--- src/rtl/core/pkh_pkg.sv ---
// Shared types and codes for the point-key hash table.
// Used by every module of the block but pkh_ram; depends on nothing.
`default_nettype none

package pkh_pkg;

   localparam int OP_W          = 2;
   localparam int ST_W          = 2;
   localparam int FIELD_W       = 8;
   // bits of the pairing value folded into the bucket remainder per cycle
   localparam int MOD_STEP_BITS = 8;

   localparam logic [OP_W-1:0] OP_INSERT = 2'd0;
   localparam logic [OP_W-1:0] OP_FIND   = 2'd1;
   localparam logic [OP_W-1:0] OP_DELETE = 2'd2;

   localparam logic [ST_W-1:0] ST_OK        = 2'd0;
   localparam logic [ST_W-1:0] ST_NOT_FOUND = 2'd1;
   localparam logic [ST_W-1:0] ST_FULL      = 2'd2;

   typedef struct packed {
      logic [ST_W-1:0]    status;
      logic [FIELD_W-1:0] result_x;
      logic [FIELD_W-1:0] result_y;
   } rsp_type;

   typedef struct packed {
      logic    write;
      rsp_type rsp;
   } upd_type;

endpackage

`default_nettype wire

--- src/rtl/core/pkh_row_update.sv ---
// Bucket row modify logic: match across ways, insert in front, find, delete.
// Depends on pkh_pkg for opcodes, status codes and the update struct.
`default_nettype none

module pkh_row_update import pkh_pkg::*; #(
   parameter int WAYS       = 4,
   parameter int COORD_BITS = 8
) (
   input  wire logic [OP_W-1:0]                                   opcode,
   input  wire logic [COORD_BITS-1:0]                             key_x,
   input  wire logic [COORD_BITS-1:0]                             key_y,
   input  wire logic [COORD_BITS-1:0]                             value_x,
   input  wire logic [COORD_BITS-1:0]                             value_y,
   input  wire logic [WAYS*4*COORD_BITS+$clog2(WAYS+1)-1:0]       row_in,
   output logic      [WAYS*4*COORD_BITS+$clog2(WAYS+1)-1:0]       row_out,
   output upd_type                                                upd
);

   localparam int FW    = $clog2(WAYS + 1);
   localparam int ENT_W = 4 * COORD_BITS;
   localparam int ROW_W = WAYS * ENT_W + FW;
   localparam int WB    = (WAYS > 1) ? $clog2(WAYS) : 1;

   logic [FW-1:0]    fill;
   logic [FW-1:0]    new_fill;
   logic [ENT_W-1:0] ent     [WAYS];
   logic [ENT_W-1:0] new_ent [WAYS];
   logic             hit;
   logic [WB-1:0]    hit_way;

   always_comb begin
      fill = row_in[ROW_W-1 -: FW];
      for (int w = 0; w < WAYS; w++) begin
         ent[w] = row_in[w*ENT_W +: ENT_W];
      end

      // newest match wins: scan from the back so way 0 has priority
      hit     = 1'b0;
      hit_way = '0;
      for (int w = WAYS - 1; w >= 0; w--) begin
         if ((FW'(w) < fill) &&
             (ent[w][COORD_BITS-1:0] == key_x) &&
             (ent[w][2*COORD_BITS-1:COORD_BITS] == key_y)) begin
            hit     = 1'b1;
            hit_way = WB'(w);
         end
      end
   end

   always_comb begin
      new_fill = fill;
      for (int w = 0; w < WAYS; w++) begin
         new_ent[w] = ent[w];
      end
      upd.write        = 1'b0;
      upd.rsp.status   = ST_OK;
      upd.rsp.result_x = '0;
      upd.rsp.result_y = '0;

      unique case (opcode)
         OP_INSERT: begin
            if (fill >= FW'(WAYS)) begin
               upd.rsp.status = ST_FULL;
            end else begin
               new_ent[0] = {value_y, value_x, key_y, key_x};
               for (int w = 1; w < WAYS; w++) begin
                  new_ent[w] = ent[w-1];
               end
               new_fill  = fill + FW'(1);
               upd.write = 1'b1;
            end
         end
         OP_FIND: begin
            if (!hit) begin
               upd.rsp.status = ST_NOT_FOUND;
            end else begin
               upd.rsp.result_x = FIELD_W'(ent[hit_way][2*COORD_BITS +: COORD_BITS]);
               upd.rsp.result_y = FIELD_W'(ent[hit_way][3*COORD_BITS +: COORD_BITS]);
            end
         end
         OP_DELETE: begin
            if (!hit) begin
               upd.rsp.status = ST_NOT_FOUND;
            end else begin
               // close the gap: older entries move up one way
               for (int w = 0; w < WAYS - 1; w++) begin
                  if (w >= int'(hit_way)) begin
                     new_ent[w] = ent[w+1];
                  end
               end
               new_ent[WAYS-1] = '0;
               new_fill  = fill - FW'(1);
               upd.write = 1'b1;
            end
         end
         default: begin
            upd.rsp.status = ST_OK;
         end
      endcase

      for (int w = 0; w < WAYS; w++) begin
         row_out[w*ENT_W +: ENT_W] = new_ent[w];
      end
      row_out[ROW_W-1 -: FW] = new_fill;
   end

endmodule

`default_nettype wire

--- config.mk ---
export PLATFORM = sky130hd
export DESIGN_NAME = pkh_row_update
export DESIGN_NICKNAME = d
export VERILOG_FILES = /design/src/rtl/core/pkh_pkg.sv /design/src/rtl/core/pkh_row_update.sv
export SDC_FILE = /design/constraint.sdc
export NUM_CORES = 1
export LEC_CHECK = 0
export ABC_AREA = 1
export BUFFER_PORTS_ARGS = -buffer_cell sky130_fd_sc_hd__buf_2
export CORE_AREA = 2 2 141 143
export DETAILED_ROUTE_END_ITERATION = 10
export DIE_AREA = 0 0 143 145
export PLACE_DENSITY = 0.61
export RECOVER_POWER = 50
export SYNTH_ARGS = -nofsm -noshare
export SYNTH_HDL_FRONTEND = slang
export SYNTH_SLANG_ARGS = --single-unit
--- constraint.sdc ---
create_clock -name vclk -period 1.87
set_input_delay 0.2805 -clock vclk [all_inputs]
set_output_delay 0.2805 -clock vclk [all_outputs]
set_load 0.01 [all_outputs]
==> flow_metrics.py <==
metrics = {
    "global_route": {
        "antenna_found_initial": 3,
        "grt_overflow": 0,
        "grt_max_degree": 50,
        "track_usage": 0.410,
        "grt_pass1_vias": 11196,
        "grt_pass1_wl_mm": 65.9,
    },
    "min_path": {
        "hp-class": "in2out",
        "min_path_cells": 4,
    },
    "layout": {
        "stdcell_count": 2106,
        "nFillCells": 1623,
        "n_sequential_cell": 0,
        "drive_above_1_share": 0.609,
        "num-clock-buffers": 0,
        "post-route-util": 0.705,
        "area_growth_pct": 105,
        "layout.nets": 2012,
        "seqCellArea_um2": 0,
    },
    "timing": {
        "max_slew.worst_pin.slew_ns": 0.589,
        "slew_headroom": 0.608,
        "drv_slew": 0,
        "hold-worst-slack_ns": 0.866,
        "min_period_over_period": 1.33,
        "period_minus_slack_ns": 2.48,
        "rsz0062_at_grt": "yes",
        "clock.fmax_mhz": 403,
        "finalHoldViolCount": 0,
        "post-route-worst-setup-slack_ns": -0.613,
        "setup_violations": 149,
    },
    "power_and_ir_drop": {
        "ir_drop_uv": 148,
        "powerDensity_nw_per_um2": 249,
        "p_leak_uw": 0.00692,
    },
    "synth": {
        "synthDistinctLibCells": 35,
        "syn_nets": 1504,
        "postSynthCellCount": 1332,
        "ys_seq_area_frac": 0,
        "post-synth-top-count-cell": "nand2_1",
        "synth_area_leaders": "nand2_1 (21%), nand3_1 (13%), a221oi_1 (8.5%)",
        "syn_area_um2": 6600,
        "synth_top_area_share": 0.214,
        "yosys_warnings": 0,
        "synth_common_cells": "nand2_1 (377), nand3_1 (170), inv_1 (131), nor2_1 (111), a21oi_1 (99)",
        "yosys.area.top_type": "nand2_1",
        "syn_area_per_cell_um2": 4.96,
    },
    "run_status": {
        "violations": "setup timing",
        "status": "finished, violations left",
    },
    "setup_path": {
        "critPathSlowestCell": "xor2_4",
        "path_class": "in2out",
        "end_kind": "primary output",
        "critPathLaunchType": "input port",
        "cp_top_family": "simple AND/OR/NAND/NOR gates",
        "cp.depth": 15,
        "crit_buf_inv": 6,
        "critPathRequiredTime_ns": 1.59,
        "arrival_ns": 2.20,
        "path_cells": "buf_12 > buf_12 > xor2_4 > nor2_2 > buf_4 > and2_4 > nand3_4 > buf_12 > buf_8 > nand2_8 > nand2_2 > nand3_2 > nand2_2 > nor2_1 > buf_2",
        "max_stage_delay_ns": 0.18,
        "cpMostUsedCell": "buf_12",
        "worstPathMaxFanout": 8,
    },
    "route": {
        "drt_iter0_markers": 1594,
        "drt_pass1_iterations": 7,
        "wirelength_mm": 46.7,
        "wl_per_cell_um": 22.2,
        "vias_per_cell": 5.92,
        "post-route-drc-count": 0,
        "drtAntennaViolNets": 0,
        "vias": 12465,
    },
    "placed_design": {
        "dp_cells": 2060,
        "gp_congestion": 1.04,
        "place_worst_setup_slack_ns": -0.709,
        "port-buffer-count": 315,
        "hpwlAfterDp_mm": 34.5,
    },
    "floorplan": {
        "rows": 51,
        "die_y_um": 145,
        "die_w_um": 143,
        "core_um2": 19200,
        "die_area_um2": 20700,
        "initial_utilization": 0.344,
        "ioPinCount": 315,
    },
    "clock_network": {
        "postCtsHoldBufs": 0,
    },
    "job": {
        "max_cap_violations": 0,
    },
}
-- worst paths after layout --
check                  startpoint  slack (ns)            to
worst max-delay path     key_x[5]       -0.61        upd[3]
worst min-delay path  row_in[120]        0.87  row_out[120]
-- metrics by stage --
step	TNS, ns	power (uW)	instance area, um^2
after floorplan	-7.17	1350	7080
after global placement	-84.17	2720	10500
after global routing	-87.31	3540	13500
after CTS	-58.26	3030	12300
after detailed placement	-85.05	2730	10500
final	-78.33	3370	13500
-- cell type report --
cell class | count | area [um^2] | share of cell area
Inverter | 152 | 614 | 0.0454
Timing Repair Buffer | 595 | 4760 | 0.351
Multi-Input combinational cell | 1091 | 7830 | 0.578
Antenna cell | 3 | 7.51 | 0.000554
Tap cell | 265 | 332 | 0.0245
-- cell families (layout without fill, tap and decap cells) --
family | after synthesis | in the layout | synth area share
fa+ha+maj | 7 | 7 | 0.0133
simple gates | 725 | 730 | 0.479
other cells | 0 | 3 | 0
xor+xnor | 18 | 18 | 0.0250
buf+inv | 246 | 747 | 0.166
compound gates | 336 | 336 | 0.316
-- placed cells by master, fill, tap and decap left out, drive strengths merged --
cell,count
a21oi,99
a221oi,64
a22oi,65
and2,7
and3,2
buf,587
bufbuf,1
clkbuf,7
clkinv,1
diode,3
ha,7
inv,151
nand2,389
nand3,176
nand3b,5
nand4,16
nor2,122
nor2b,1
nor3,11
o211ai,1
o21ai,107
or2,1
xnor2,14
xor2,4
-- power by group --
group,internal (uW),switching [uW],leakage (uW)
combinational,1430,1940,0.00692
sequential,0,0,0
clock,0.000215,0,0.0000000190
total,1430,1940,0.00692
-- what timing repair did --
item / in CTS / in global routing
setup buffers: 21 / 11
gates cloned: 11 / 5
setup endpoints to repair: 149 / 149
pin swaps: 90 / 148
gates resized for setup: 362 / 271
-- metal layers --
metal | track usage | wire length (um) | part of all wire | up-vias
li1 | - | - | - | 5579
met1 | 0.571 | 18200 | 0.39 | 5783
met2 | 0.620 | 20500 | 0.44 | 922
met3 | 0.103 | 5950 | 0.13 | 181
met4 | 0.117 | 1980 | 0.043 | 0
met5 | 0 | 0 | 0 | -
Power figures use the tool's default switching activity.
