<file path="config.mk">
export PLATFORM = sky130hd
export DESIGN_NAME = pkh_bucket_hash
export DESIGN_NICKNAME = d
export VERILOG_FILES = /design/src/rtl/core/pkh_pkg.sv /design/src/rtl/core/pkh_bucket_hash.sv
export SDC_FILE = /design/constraint.sdc
export NUM_CORES = 1
export LEC_CHECK = 0
export BUFFER_PORTS_ARGS = -buffer_cell sky130_fd_sc_hd__buf_2
export CAP_MARGIN = 25
export CORE_AREA = 3 3 73 54
export CTS_BUF_LIST = sky130_fd_sc_hd__clkbuf_4 sky130_fd_sc_hd__clkbuf_8 sky130_fd_sc_hd__clkbuf_16
export DETAILED_ROUTE_END_ITERATION = 8
export DIE_AREA = 0 0 76 57
export PLACE_DENSITY = 0.72
export SYNTH_ARGS = -nofsm -noshare
export SYNTH_HDL_FRONTEND = slang
export SYNTH_SLANG_ARGS = --single-unit
</file>
<file path="constraint.sdc">
create_clock -name clock -period 7 [get_ports clock]
set_input_delay 1.4 -clock clock [delete_from_list [all_inputs] [get_ports clock]]
set_output_delay 1.4 -clock clock [all_outputs]
set_load 0.01 [all_outputs]
</file>
<file path="src/rtl/core/pkh_pkg.sv">
// Shared types and codes for the point-key hash table.
// Used by every module of the block but pkh_ram; depends on nothing.
`default_nettype none

package pkh_pkg;

   localparam int OP_W          = 2;
   localparam int ST_W          = 2;
   localparam int FIELD_W       = 8;
   // bits of the pairing value folded into the bucket remainder per cycle
   localparam int MOD_STEP_BITS = 8;

   localparam logic [OP_W-1:0] OP_INSERT = 2'd0;
   localparam logic [OP_W-1:0] OP_FIND   = 2'd1;
   localparam logic [OP_W-1:0] OP_DELETE = 2'd2;

   localparam logic [ST_W-1:0] ST_OK        = 2'd0;
   localparam logic [ST_W-1:0] ST_NOT_FOUND = 2'd1;
   localparam logic [ST_W-1:0] ST_FULL      = 2'd2;

   typedef struct packed {
      logic [ST_W-1:0]    status;
      logic [FIELD_W-1:0] result_x;
      logic [FIELD_W-1:0] result_y;
   } rsp_type;

   typedef struct packed {
      logic    write;
      rsp_type rsp;
   } upd_type;

endpackage

`default_nettype wire

</file>
<file path="src/rtl/core/pkh_bucket_hash.sv">
// Bucket index unit: Cantor pairing of the key, reduced modulo the bucket count.
// Depends on pkh_pkg for the remainder step size.
`default_nettype none

module pkh_bucket_hash import pkh_pkg::*; #(
   parameter int BUCKETS    = 64,
   parameter int COORD_BITS = 8
) (
   input  wire logic                       clock,
   input  wire logic                       reset,
   input  wire logic                       start,
   input  wire logic [COORD_BITS-1:0]      key_x,
   input  wire logic [COORD_BITS-1:0]      key_y,
   output logic                            done,
   output logic      [$clog2(BUCKETS)-1:0] bucket
);

   localparam int   BW      = $clog2(BUCKETS);
   localparam int   SW      = COORD_BITS + 1;
   localparam int   PRW     = 2 * SW;
   localparam logic IS_POW2 = ((BUCKETS & (BUCKETS - 1)) == 0);

   localparam logic [1:0] H_IDLE = 2'd0;
   localparam logic [1:0] H_ADD  = 2'd1;
   localparam logic [1:0] H_MOD  = 2'd2;

   logic [1:0]            phase_ff;
   logic [SW-1:0]         sum;
   logic [SW-1:0]         sum_p1;
   logic [PRW-1:0]        prod_ff;
   logic [COORD_BITS-1:0] y_ff;
   logic [PRW-1:0]        pair;

   assign sum    = SW'(key_x) + SW'(key_y);
   assign sum_p1 = sum + SW'(1);

   // s*(s+1) is always even, so the halving is exact
   assign pair = (prod_ff >> 1) + PRW'(y_ff);

   always_ff @(posedge clock) begin
      if (start) begin
         prod_ff <= PRW'(sum) * PRW'(sum_p1);
         y_ff    <= key_y;
      end
   end

   generate
      if (IS_POW2) begin : g_mask
         assign done   = (phase_ff == H_ADD);
         assign bucket = pair[BW-1:0];

         always_ff @(posedge clock) begin
            if (reset) begin
               phase_ff <= H_IDLE;
            end else begin
               unique case (phase_ff)
                  H_IDLE:  if (start) phase_ff <= H_ADD;
                  default: phase_ff <= H_IDLE;
               endcase
            end
         end
      end else begin : g_mod
         localparam int NSTEPS = (PRW + MOD_STEP_BITS - 1) / MOD_STEP_BITS;
         localparam int PADW   = NSTEPS * MOD_STEP_BITS;
         localparam int CW     = (NSTEPS > 1) ? $clog2(NSTEPS) : 1;

         logic [PADW-1:0] p_ff;
         logic [BW-1:0]   r_ff;
         logic [CW-1:0]   cnt_ff;
         logic [BW:0]     r_acc;
         logic [BW-1:0]   r_next;

         // shift in one bit at a time, subtract the modulus when it overflows
         always_comb begin
            r_acc = {1'b0, r_ff};
            for (int i = 0; i < MOD_STEP_BITS; i++) begin
               r_acc = {r_acc[BW-1:0], p_ff[PADW-1-i]};
               if (r_acc >= (BW+1)'(BUCKETS)) begin
                  r_acc = r_acc - (BW+1)'(BUCKETS);
               end
            end
            r_next = r_acc[BW-1:0];
         end

         assign done   = (phase_ff == H_MOD) && (cnt_ff == CW'(NSTEPS - 1));
         assign bucket = r_next;

         always_ff @(posedge clock) begin
            if (reset) begin
               phase_ff <= H_IDLE;
            end else begin
               unique case (phase_ff)
                  H_IDLE: if (start) phase_ff <= H_ADD;
                  H_ADD:  phase_ff <= H_MOD;
                  H_MOD:  if (done) phase_ff <= H_IDLE;
                  default: phase_ff <= H_IDLE;
               endcase
            end
         end

         always_ff @(posedge clock) begin
            if (phase_ff == H_ADD) begin
               p_ff   <= PADW'(pair);
               r_ff   <= '0;
               cnt_ff <= '0;
            end else if (phase_ff == H_MOD) begin
               p_ff   <= p_ff << MOD_STEP_BITS;
               r_ff   <= r_next;
               cnt_ff <= cnt_ff + CW'(1);
            end
         end
      end
   endgenerate

endmodule

`default_nettype wire

</file>
==> flow_summary.toml <==
[cells_and_area]
syn_to_final_growth_pct = 17.8
fin_nets = 260
filler_cell_count = 276
final_cells = 251
ff_latch_area_um2 = 380
drive_gt1_share_pct = 24.5
final_util_pct = 61.9
antenna_cells = 0
multi_input_area_mm2 = 0.00121

[power]
combPwrFrac_pct = 74.8
swShare_pct = 39.3
p_seq_share_pct = 16.4
pwr-share-clk_pct = 8.8
ir_drop_uv = 257
p_per_area_mw_per_mm2 = 403
power_switching_w = 0.000315
p_leak_nw = 0.948
p_int_w = 0.000486

[placed_design]
dp_slack_ns = 0.00317
dp_hpwl_um = 2850
io_buffers = 23
place.gp.congestion = 0.868
dp.cells = 247

[routing]
drt_pass1_iterations = 4
drc = 0
vias = 1268
drtAntennaViolNets = 0
routed_wl_um = 3360
first_iter_violations = 45
routedWlPerCell_um = 13.4
via_per_inst = 5.05

[critical_path]
criticalPathCategory = "in2reg"
cp.required_ns = 6.98
endpoint_kind = "flop"
critPathLaunchType = "input pin"
critPathArrivalTime_ns = 6.64
worstPathMaxFanout = 2

[timing]
setup_violations = 0
slew_violations = 0
grt_setup_unrepaired = "false"
timing.clock.skew_ns = 0
max-slew-margin-rel_pct = 72.9
setup_ws_ns = 0.342
fmax_ghz = 0.150
fin_crit_ns = 6.66
hold_viol = 0
worstMarginPinSlew_ns = 0.406
finalCritPeriodShare_pct = 95.1
setup_tns_ns = 0

[synthesis]
syn-num-nets = 222
synth.area.top_cells = "edfxtp_1, ha_1, fa_1"
synth-seq-area-share_pct = 22.6
synth_common_cells = "ha_1, inv_1, xnor2_1, edfxtp_1, nor2_1"
synth_top_area_cell = "edfxtp_1"
synth_seq_cells = 13
syn_area_per_cell_um2 = 10.1
synth_warnings = 0
synth_flop_cell = "edfxtp_1"
synth-edff-count = 12
synth_top_area_share_pct = 21.4
yosysMostFrequentCell = "ha_1"
ys_types = 42
syn_area_mm2 = 0.00169
async_reset_ff_share_pct = 0
synth_cells = 167

[clock_network]
clk_pin_slew_ns = 0.05
cts_buffer_depth = 2
cts_hold_buffers = 0
postCtsSetupBuffers = 0
clk_latency_ns = 0.24
cts_resized = 0
cts_tree = "built"
cts.sinks = 13
cts_made_buffers = 3
clockRootBuffer = "clkbuf_8"
cts_max_level = 1

[die]
die-area_mm2 = 0.00433
start_util_pct = 52.5
die_width_um = 76
coreArea_mm2 = 0.00321
row_count = 17
die_height_um = 57
pin_count = 26

[run_status]
status = "completed"

[run]
drv_cap = 0

[global_routing]
antenna_found_initial = 0
grt.total_usage_pct = 16.5
grt_pass1_wl_um = 5810
grt_overflow = 0
grt_max_degree = 14
grt_pass1_vias = 1292

[min_path]
hp-class = "reg2reg"
==> final timing paths <==
check,start,endpoint,slack (ns),depth (start not counted)
worst max register to register,phase_ff[0],phase_ff[0],6.44,1
worst min-delay path,phase_ff[0],phase_ff[0],0.41,1
worst min register to register,phase_ff[0],phase_ff[0],0.41,1
worst max-delay path,key_y[0],prod_ff[6],0.34,22
==> worst max-delay path, stage by stage <==
cell and delay (ns):
buf_2 0.11, ha_1 0.21, inv_1 0.08, fa_1 0.42, inv_1 0.10, ha_1 0.19, inv_1 0.07, ha_1 0.29
or3_1 0.42, fa_1 0.53, inv_1 0.04, ha_1 0.27, inv_1 0.07, fa_1 0.43, fa_1 0.55, inv_1 0.04
ha_1 0.30, a21oi_1 0.17, xnor2_1 0.15, xnor2_1 0.17, xnor3_1 0.26, xnor3_1 0.36
==> flip-flops by register name, indices dropped and copies added, names as in the netlist <==
| name | count |
|---|---|
| phase_ff | 1 |
| prod_ff | 6 |
| y_ff | 6 |
==> layer usage <==
layer	GRT usage [%]	share of wire (%)
met1	22.7	50
met3	1.74	2.9
met4	4.91	0.63
met2	28.0	47
met5	0	0
==> power groups by stage <==
stage          registers [W]  logic (W)  clock network (W)
5_1_grt             0.000133   0.000674          0.0000775
3_5_place_dp        0.000133   0.000622                  0
2_1_floorplan       0.000131   0.000467                  0
4_1_cts             0.000132   0.000631          0.0000725
3_3_place_gp        0.000133   0.000611                  0
6_report            0.000132   0.000599          0.0000701
==> final cells by class <==
type,count,share of cell area [%]
well taps,47,2.96
inverters,23,4.35
multi-input cells,130,61.1
flip-flops and latches,13,19.1
repair buffers,34,9.95
clock buffers,4,2.46
==> metrics by stage <==
step	hold WS [ns]	instance area (µm²)	power, W
4_1_cts	0.408	1990	0.000836
3_3_place_gp	0.397	1940	0.000744
2_1_floorplan	0.463	1690	0.000598
6_report	0.407	1990	0.000800
5_1_grt	0.444	1990	0.000885
3_5_place_dp	0.401	1940	0.000756
==> cells by family after synthesis <==
family	share of synthesized area, %
AOI/OAI and AO/OA	11.4
muxes	1.19
and+or+nand+nor	14.2
buffers and inverters	5.41
DFF	22.6
xor gates and xnor gates	14.6
adders and majority gates	30.7
==> cells in the final DEF, fill, tap and decap left out, types with 5 or more instances in the layout <==
cell      instances
a21oi_1           7
inv_1            22
buf_4            11
xnor2_1          14
edfxtp_1         12
a21o_1            5
ha_1             27
fa_1              9
nand2_1           6
and2_1            6
nor2_1           10
buf_2            23
No activity file was read; power rests on OpenSTA's default activity.
