==> src/rtl/core/pkh_ram.sv <==
// Generic single-clock RAM: one write port, one read port, registered read.
// No dependencies.
`default_nettype none

module pkh_ram #(
   parameter int WIDTH = 8,
   parameter int DEPTH = 16
) (
   input  wire logic                     clock,
   input  wire logic                     wr_en,
   input  wire logic [$clog2(DEPTH)-1:0] wr_addr,
   input  wire logic [WIDTH-1:0]         wr_data,
   input  wire logic                     rd_en,
   input  wire logic [$clog2(DEPTH)-1:0] rd_addr,
   output logic      [WIDTH-1:0]         rd_data
);

   logic [WIDTH-1:0] mem_ff [DEPTH];
   logic [WIDTH-1:0] rd_data_ff;

   always_ff @(posedge clock) begin
      if (wr_en) begin
         mem_ff[wr_addr] <= wr_data;
      end
      if (rd_en) begin
         rd_data_ff <= mem_ff[rd_addr];
      end
   end

   assign rd_data = rd_data_ff;

endmodule

`default_nettype wire

==> config.mk <==
export PLATFORM = sky130hd
export DESIGN_NAME = pkh_ram
export DESIGN_NICKNAME = d
export VERILOG_FILES = /design/src/rtl/core/pkh_ram.sv
export SDC_FILE = /design/constraint.sdc
export NUM_CORES = 1
export LEC_CHECK = 0
export BUFFER_PORTS_ARGS = -buffer_cell sky130_fd_sc_hd__buf_4
export CAP_MARGIN = 25
export CORE_ASPECT_RATIO = 2
export CORE_MARGIN = 2
export CORE_UTILIZATION = 50
export DETAILED_ROUTE_END_ITERATION = 7
export PLACE_DENSITY = 0.66
export SKIP_LAST_GASP = 1
export SLEW_MARGIN = 0
export SYNTH_ARGS = -nofsm -noshare
export SYNTH_HDL_FRONTEND = slang
export SYNTH_SLANG_ARGS = --single-unit
==> constraint.sdc <==
create_clock -name clock -period 3.1 [get_ports clock]
set_clock_uncertainty 0.05 [all_clocks]
set_input_delay 0.31 -clock clock [delete_from_list [all_inputs] [get_ports clock]]
set_output_delay 0.31 -clock clock [all_outputs]
set_load 0.05 [all_outputs]
==> results of run 1 <==
kinds of logic (layout without fill, tap and decap cells):
logic type / count (synthesis) / count (layout) / synth area share
buffers and inverters: 10 / 61 / 0.0165
muxes: 32 / 32 / 0.148
and+or+nand+nor: 35 / 35 / 0.0314
AOI/OAI and AO/OA: 16 / 16 / 0.0230
DFF: 136 / 136 / 0.781
path summary, 6_finish.rpt:
path,start,endpoint,slack [ns],depth (start not counted)
max,rd_addr[0],rd_data[0],1.40,4
min,rd_en,rd_data[7],0.16,1
max reg2reg,mem_ff[2][0],rd_data[0],1.55,3
min reg2reg,mem_ff[15][2],rd_data[2],0.70,3
flip-flops by register name, indices dropped and copies added, names as in the netlist:
signal and cells:
mem_ff 128, rd_data 8
layout make-up:
type | instances | area [um2] | share of cell area
Sequential cell | 136 | 4080 | 0.657
Multi-Input combinational cell | 83 | 1060 | 0.170
Clock buffer | 17 | 425 | 0.0685
Clock inverter | 14 | 254 | 0.0409
Timing Repair Buffer | 30 | 225 | 0.0362
Tap cell | 135 | 169 | 0.0272
power breakdown:
part | switching, mW | internal, mW
sequential | 0.00969 | 2.07
combinational | 0.131 | 0.0839
clock | 0.712 | 1.58
routing by layer:
layer  global-route usage  vias to the layer above  share of wire
met3               0.0461                        4          0.038
met2                0.336                       66           0.59
met5                    0                        -              0
met4               0.0655                        0         0.0069
met1                0.196                     1220           0.36
li1                     -                     1061              -
placed cells by master, fill, tap and decap left out:
cell type | Yosys | final
nor2b_1 | 1 | 1
bufinv_16 | 0 | 7
nor3_1 | 4 | 4
or3b_2 | 1 | 1
clkbuf_16 | 0 | 17
edfxtp_1 | 136 | 136
and2_1 | 1 | 1
mux4_1 | 14 | 14
mux4_2 | 18 | 18
a22oi_1 | 16 | 16
nor2_1 | 13 | 13
buf_4 | 1 | 30
nand2b_1 | 2 | 2
and2b_1 | 1 | 1
clkinv_4 | 0 | 1
nand3_1 | 1 | 1
nand2_1 | 9 | 9
clkinv_2 | 0 | 1
nand3b_1 | 2 | 2
clkinv_1 | 0 | 2
clkinvlp_4 | 0 | 3
==> out/qor.csv, run 1 <==
metric,value,unit
cts_setup_buffers,0,
worst_path_max_delay_cell,mux4_1,
ys_seq_area_frac,0.781,
ys_ff_latch,136,
syn2layout_area_growth,18.9,%
cts.clk_slew.worst_paths,0.06,ns
gr-total-overflow,0,
hold_viol,0,
crit_chain,buf_4 > mux4_1 > a22oi_1 > nand2_1,
synth.top_cells.by_area,"edfxtp_1 (78%), mux4_2 (7.8%), mux4_1 (7.0%), a22oi_1 (2.3%), nor2_1 (0.93%)",
critical-path-top-delay-family,multiplexers,
p_per_area,738,nW/um2
synthesis.area,5230,um2
post-dp-hpwl,6390,um
rows,52,
die_area,11300,um2
clockBufferDepth,2,
drt_first_pass_iters,4,
worstMarginPinSlew,0.920,ns
num_antenna_cells,0,
p_leak,2.07,nW
crit_fanout,32,
first_global_vias,2611,
min_period,1.70,ns
fmax,0.588,GHz
drcViolationCount,0,
finish.utilization,0.612,
cts_max_level,4,
cts_hold_buf,0,
post-place-ws,0.975,ns
postSynthCellCount,229,
stdcell_count,415,
synth_nets,248,
dp.cells,384,
maxCapViolCount,0,
final.fill_count,724,
cts_root_buf,clkbuf_16,
ys_warn_count,0,
end_kind,flip-flop,
worst_slack,1.40,ns
rsz0062_at_grt,false,
grt_max_degree,33,
fin_crit_sh,0.549,
die_h,149,um
viasPerCell,5.67,
arrival,1.79,ns
ios,27,
cts_tree,built,
drv_slew,0,
synth_top_cell_by_area,edfxtp_1,
synth_top_area_frac,0.781,
clk_latency,0.40,ns
hold_ws,0.155,ns
gr-usage-all-layers,0.181,
wl_per_cell,22.7,um
yosysMostFrequentCell,edfxtp_1,
cts_sinks,136,
required,3.19,ns
fin_area,6210,um2
io_buffers,26,
die-width,76.3,um
initial_core_util,0.515,
criticalPathCategory,input port to flip-flop,
dr.first_iter.drc_count,144,
vdd_drop_max,0.579,mV
syn_avg_cell_area,22.8,um2
slew_headroom,0.385,
ys_types,18,
ant_nets,0,
synthTopCellsByCount,"edfxtp_1 (136), mux4_2 (18), a22oi_1 (16)",
antenna_found_initial,0,
setup_viol,0,
drt_wl_total,9410,um
fin_tns_setup,0,ns
cts_resized,0,
synthFlopType,edfxtp_1,
max_stage_delay,0.64,ns
dr_total_vias,2351,
totalPowerFinal,4.59,mW
synth_edf_count,136,
status,"complete, no violations",
coreArea,10100,um2
grt_first_pass_wirelength,14600,um
layout-drive-gt1-share,0.279,
cp.buffers_inverters,1,
cts_made_buffers,17,
placed_cell_area,5540,um2
globalplace.congestion,0.741,
nets,287,
holdCritPathClass,input port to flip-flop,
synth-async-reset-ratio,0,
cp-start-kind,input port,
Note: power is estimated with default switching activity, not from simulation.
==> inputs of run 2 (changes only) <==
--- a/config.mk
+++ b/config.mk
@@ -11,7 +11,7 @@
 export CORE_MARGIN = 2
 export CORE_UTILIZATION = 50
 export DETAILED_ROUTE_END_ITERATION = 7
-export PLACE_DENSITY = 0.66
+export PLACE_DENSITY = 0.69
 export SKIP_LAST_GASP = 1
 export SLEW_MARGIN = 0
 export SYNTH_ARGS = -nofsm -noshare
==> constraint.sdc (replaced) <==
create_clock -name clock -period 1.45 [get_ports clock]
set_clock_uncertainty 0.05 [all_clocks]
set_input_delay 0.145 -clock clock [delete_from_list [all_inputs] [get_ports clock]]
set_output_delay 0.145 -clock clock [all_outputs]
set_load 0.05 [all_outputs]
==> run 2 against run 1 <==
  * The run now ends with setup timing left
  * Total power up 110%
  * Flip-flop and latch count stayed put
  * Via count rose by 9.0%
  * Largest power group unchanged
  * Critical path type is now flip-flop to flip-flop
  * Worst hold slack lost 0.13 ns
  * Count of clock-buffer cells in the layout grew 1
  * Register-to-register slack got worse by 1.6 ns
  * First-iteration DRC count grew 56%
  * Critical path depth down 1
==> out/qor.csv, run 2 (synthesis gave the netlist of run 1 again) <==
metric,value,unit,change
final_common_cell,edfxtp_1,,
holdCritPathClass,input port to flip-flop,,
final_cell_mix,"edfxtp_1 (136), buf_4 (55), mux4_2 (25), clkbuf_16 (17), nor2_1 (13)",,
crit_fanout,1,,-97%
rsz0062_at_grt,true,,
syn2layout_area_growth,24.9,%,
gr-total-overflow,0,,unchanged
regMostFlops,mem_ff,,
top_layer,met4,,
wl_met2,5810,um,+4.1%
dp.cells,412,,+7.3%
worstMarginPinSlew,0.984,ns,+0.0647 ns
gr-usage-all-layers,0.201,,+0.0210
status,"finished, violations left",,
cp-start-kind,flip-flop,,
p_leak,2.22,nW,+7.2%
dr_wl_met3,390,um,+8.6%
vdd_drop_max,1.38,mV,+140%
fin_crit_sh,1.02,,
die_h,149,um,unchanged
end_kind,flip-flop,,
cts_tree,built,,
reg2regPathDepth,3,,unchanged
ant_nets,0,,unchanged
min_period,1.47,ns,
drcViolationCount,0,,unchanged
cts_sinks,136,,unchanged
arrival,1.57,ns,-0.22 ns
ios,27,,unchanged
grt_first_pass_wirelength,16100,um,+11%
post-dp-hpwl,7030,um,+10%
rows,52,,unchanged
first_global_vias,2780,,+6.5%
nets,323,,+13%
met1Wirelength,3930,um,+15%
die_area,11300,um2,unchanged
totalPowerFinal,9.68,mW,+110%
slew_headroom,0.341,,-0.0433
fmax,0.679,GHz,
cts_made_buffers,17,,unchanged
fin_area,6530,um2,+5.1%
crit_path_start,mem_ff[1][0],,
ff2ff_setup_slack,-0.02,ns,-1.57 ns
worst_slack,-0.0229,ns,-1.42 ns
drt_wl_total,10500,um,+12%
dr.first_iter.drc_count,224,,+56%
cts_root_buf,clkbuf_16,,
setup_viol,1,,+1
layout-drive-gt1-share,0.391,,+0.113
final.fill_count,721,,-0.41%
die-width,76.3,um,unchanged
wl_per_cell,23.2,um,+2.5%
largest_reg_flops,128,,unchanged
stdcell_count,452,,+8.9%
r2r-end,rd_data[0],,
p_per_area,1480,nW/um2,+100%
post-place-ws,-0.267,ns,-1.24 ns
cts_setup_buffers,0,,unchanged
drv_slew,0,,unchanged
maxCapViolCount,0,,unchanged
clk_latency,0.41,ns,about the same
cts_max_level,4,,unchanged
io_buffers,26,,unchanged
viasPerCell,5.67,,about the same
violations,setup timing,,
reg2reg_from,mem_ff[1][0],,
cp-endpoint,rd_data[0],,
antenna_found_initial,0,,unchanged
dr_total_vias,2562,,+9.0%
cts.clk_slew.worst_paths,0.06,ns,about the same
hold_viol,0,,unchanged
drt_first_pass_iters,6,,+2
required,1.55,ns,-1.64 ns
grt_max_degree,17,,-48%
clockBufferDepth,2,,unchanged
num_antenna_cells,0,,unchanged
globalplace.congestion,0.753,,+1.5%
criticalPathCategory,flip-flop to flip-flop,,
placed_cell_area,5790,um2,+4.6%
initial_core_util,0.515,,unchanged
coreArea,10100,um2,unchanged
-- run 2: cell count changes in the layout (fill, tap and decap cells not counted), sizes merged --
cell,change
clkinvlp,+1
buf,+28
clkbuf,+1
inv,+3
dlygate4sd3,+8
bufinv,-2
clkinv,-2
-- run 2: worst min-delay path by stage --
stage          depth (start not counted)  slack, ns  startpoint            to
3_3_place_gp                           1       0.39  wr_data[6]  mem_ff[3][6]
5_1_grt                                1       0.02  wr_data[4]  mem_ff[7][4]
4_1_cts                                1      0.005  wr_data[4]  mem_ff[7][4]
3_5_place_dp                           1       0.40  wr_data[6]  mem_ff[2][6]
2_1_floorplan                          0       0.19  wr_data[0]  mem_ff[0][0]
6_report                               1       0.03  wr_data[4]  mem_ff[7][4]
-- run 2: layout make-up --
class                      count  area (um2)  area share
clock buffer                  18         429      0.0657
clock inverter                14         220      0.0337
multi-input combinational     83        1080       0.165
sequential                   136        4080       0.625
tap                          135         169      0.0259
timing repair buffer          66         553      0.0847
-- run 2: layer usage --
metal  vias to the layer above  GRT usage
met2                        86      0.359
met3                        23     0.0534
met4                         0      0.105
li1                       1122          -
met1                      1331      0.218
met5                         -          0
-- run 2: timing repair --
| item | in CTS | in global routing |
|---|---|---|
| pin swaps | 3 | 3 |
| hold buffers | 8 | 0 |
| endpoints found under the setup margin | 4 | 8 |
| resized for setup | 8 | 7 |
| hold endpoints to repair | 102 | 0 |
-- run 2: power breakdown --
group          internal (mW)  switching (mW)
Clock                   3.06            1.61
Combinational          0.245           0.312
Sequential              4.43          0.0229
-- run 2: through the flow --
step                      setup TNS [ns]  hold WS (ns)  utilization
after detailed placement           -2.57         0.403        0.570
after global routing              -0.200        0.0164        0.643
after CTS                        -0.0243       0.00462        0.643
after floorplan                   -0.396         0.194            -
final                            -0.0229        0.0274        0.643
after global placement             -1.84         0.390        0.570
-- run 2: critical path, cell delays in order, from the launching register on --
cell and delay (ns):
edfxtp_1 0.40, mux4_2 0.48, a22oi_2 0.19, nand2_1 0.09
==> inputs of run 3 (changes only) <==
--- a/config.mk
+++ b/config.mk
@@ -11,7 +11,8 @@
 export CORE_MARGIN = 2
 export CORE_UTILIZATION = 50
 export DETAILED_ROUTE_END_ITERATION = 7
-export PLACE_DENSITY = 0.69
+export PLACE_DENSITY = 0.66
+export SETUP_SLACK_MARGIN = 0.4
 export SKIP_LAST_GASP = 1
 export SLEW_MARGIN = 0
 export SYNTH_ARGS = -nofsm -noshare
==> constraint.sdc (replaced) <==
create_clock -name clock -period 1.85 [get_ports clock]
set_clock_uncertainty 0.05 [all_clocks]
set_input_delay 0.185 -clock clock [delete_from_list [all_inputs] [get_ports clock]]
set_output_delay 0.185 -clock clock [all_outputs]
set_load 0.05 [all_outputs]
==> run 3 against run 2 <==
  * Via count fell by 4.5%
  * First-iteration DRC count rose by 9.8%
  * Sequential share of layout area grew 2.2 points
  * Critical endpoint is now rd_data[3]
  * Combinational power decreased by 27%
  * Non-clock buffer count down 12
  * Sequential power down 22%
  * Clock power is 30% lower
  * Critical path depth unchanged
  * Global-route usage down 0.61 points
  * Largest cell class unchanged
  * Core utilization shrank 2.2 points
  * The run now ends clean
  * Highest routed layer unchanged
==> out/qor.csv, run 3 (synthesis gave the netlist of run 1 again) <==
metric,value,unit,change
fin_area,6310,um2,-3.4%
status,"complete, no violations",,
hold_ws,0.0180,ns,-0.00943 ns
arrival,1.54,ns,-0.03 ns
totalPowerFinal,7.19,mW,-26%
crit_fanout,1,,unchanged
clk_latency,0.40,ns,about the same
ant_nets,0,,unchanged
drt_first_pass_iters,4,,-2
min_from,rd_en,,
slew_headroom,0.692,,+0.350
cts_root_buf,clkbuf_16,,
nets,311,,-3.7%
globalplace.congestion,0.766,,+1.7%
rows,52,,unchanged
antenna_found_initial,0,,unchanged
io_buffers,26,,unchanged
p_int,5.75,mW,-26%
r2r-end,rd_data[3],,
crit_path_start,mem_ff[2][3],,
gr-total-overflow,0,,unchanged
ios,27,,unchanged
cts.clk_slew.worst_paths,0.06,ns,about the same
first_global_vias,2717,,-2.3%
required,1.96,ns,+0.41 ns
stdcell_count,440,,-2.7%
syn2layout_area_growth,20.7,%,
worstHoldEndpoint,rd_data[1],,
drcViolationCount,0,,unchanged
die-width,76.3,um,unchanged
die_area,11300,um2,unchanged
pwr-share-seq,0.486,,+0.026
swShare,0.201,,about the same
wl_per_cell,22.7,um,-2.3%
reg2reg_from,mem_ff[2][3],,
min_period,1.43,ns,-0.0382 ns
setup_viol,0,,-1
ff2ff_setup_slack,0.42,ns,+0.44 ns
grt_max_degree,33,,+16
p_per_area,1140,nW/um2,-23%
cts_setup_buffers,0,,unchanged
final_cell_mix,"edfxtp_1 (136), buf_4 (52), mux4_2 (31), clkbuf_16 (17), nor2_1 (13)",,
num_antenna_cells,0,,unchanged
reg2regPathDepth,3,,unchanged
drv_slew,0,,unchanged
rsz0062_at_grt,true,,
coreArea,10100,um2,unchanged
post-place-ws,0.153,ns,+0.420 ns
cts_hold_buf,0,,-8
hold_path_depth,1,,unchanged
pwr-share-clk,0.458,,-0.025
final.fill_count,751,,+4.2%
finish.utilization,0.621,,-0.0221
fin_tns_setup,0,ns,+0.0229 ns
grt_first_pass_wirelength,15700,um,-2.7%
cp-start-kind,flip-flop,,
p_comb_frac,0.056,,-0.002
dr_total_vias,2447,,-4.5%
viasPerCell,5.56,,-1.9%
post-dp-hpwl,6720,um,-4.5%
cts_max_level,4,,unchanged
fin_crit_sh,0.776,,-0.240
drt_wl_total,9990,um,-4.9%
hold_viol,0,,unchanged
end_kind,flip-flop,,
cts_tree,built,,
final_common_cell,edfxtp_1,,
cts_sinks,136,,unchanged
largest_reg_flops,128,,unchanged
switching_power,1.44,mW,-26%
initial_core_util,0.515,,unchanged
fmax,0.697,GHz,+2.7%
criticalPathCategory,flip-flop to flip-flop,,
worstMarginPinSlew,0.462,ns,-0.522 ns
vdd_drop_max,0.935,mV,-32%
maxCapViolCount,0,,unchanged
worst_slack,0.415,ns,+0.438 ns
cts_made_buffers,17,,unchanged
p_leak,2.13,nW,-4.2%
dp.cells,408,,-0.97%
dr.first_iter.drc_count,246,,+9.8%
holdCritPathClass,input port to flip-flop,,
regMostFlops,mem_ff,,
die_h,149,um,unchanged
clockBufferDepth,2,,unchanged
layout-drive-gt1-share,0.393,,+0.00228
placed_cell_area,5710,um2,-1.4%
gr-usage-all-layers,0.195,,-0.00607
run 3: changes by cell type in the layout (fill, tap and decap cells not counted), sizes merged:
cell and change:
buf -4, bufinv -2, clkinv +8, clkinvlp -4, dlygate4sd3 -8, inv -2
run 3: area by class of cell:
type / count / area, um2 / area share
timing repair buffer: 54 / 430 / 0.0682
clock inverter: 14 / 156 / 0.0248
tap: 135 / 169 / 0.0268
multi-input combinational: 83 / 1040 / 0.165
clock buffer: 18 / 429 / 0.0680
sequential: 136 / 4080 / 0.647
run 3: timing repair:
item                       4_1_cts  5_1_grt
resized for setup                2        6
setup endpoints to repair        3        8
pin swaps                        0        3
run 3: critical path, stage by stage (launching register included):
cell and delay [ns]:
edfxtp_1 0.38, mux4_2 0.48, a22oi_2 0.21, nand2_1 0.08
run 3: routing by layer:
metal	GRT usage	wire length (um)	vias to the layer above
met3	0.0467	390	16
met5	0	0	-
met2	0.359	5830	78
met4	0.0818	233	0
met1	0.215	3540	1259
li1	-	-	1094
run 3: how the worst max path moves through the flow:
| stage | to | slack, ns | cells after the start |
|---|---|---|---|
| CTS | rd_data[6] | 0.39 | 3 |
| detailed placement | rd_data[6] | 0.15 | 5 |
| global placement | rd_data[6] | 0.18 | 5 |
| floorplan | mem_ff[3][0] | 0.35 | 2 |
| global route | rd_data[3] | 0.35 | 3 |
| finish | rd_data[3] | 0.42 | 3 |
run 3: power groups by stage:
stage | clock, mW | combinational, mW | sequential, mW
6_report | 3.29 | 0.404 | 3.49
5_1_grt | 3.50 | 0.435 | 3.50
4_1_cts | 3.35 | 0.406 | 3.49
3_5_place_dp | 0 | 0.402 | 3.55
3_3_place_gp | 0 | 0.394 | 3.55
2_1_floorplan | 0 | 0.189 | 3.60
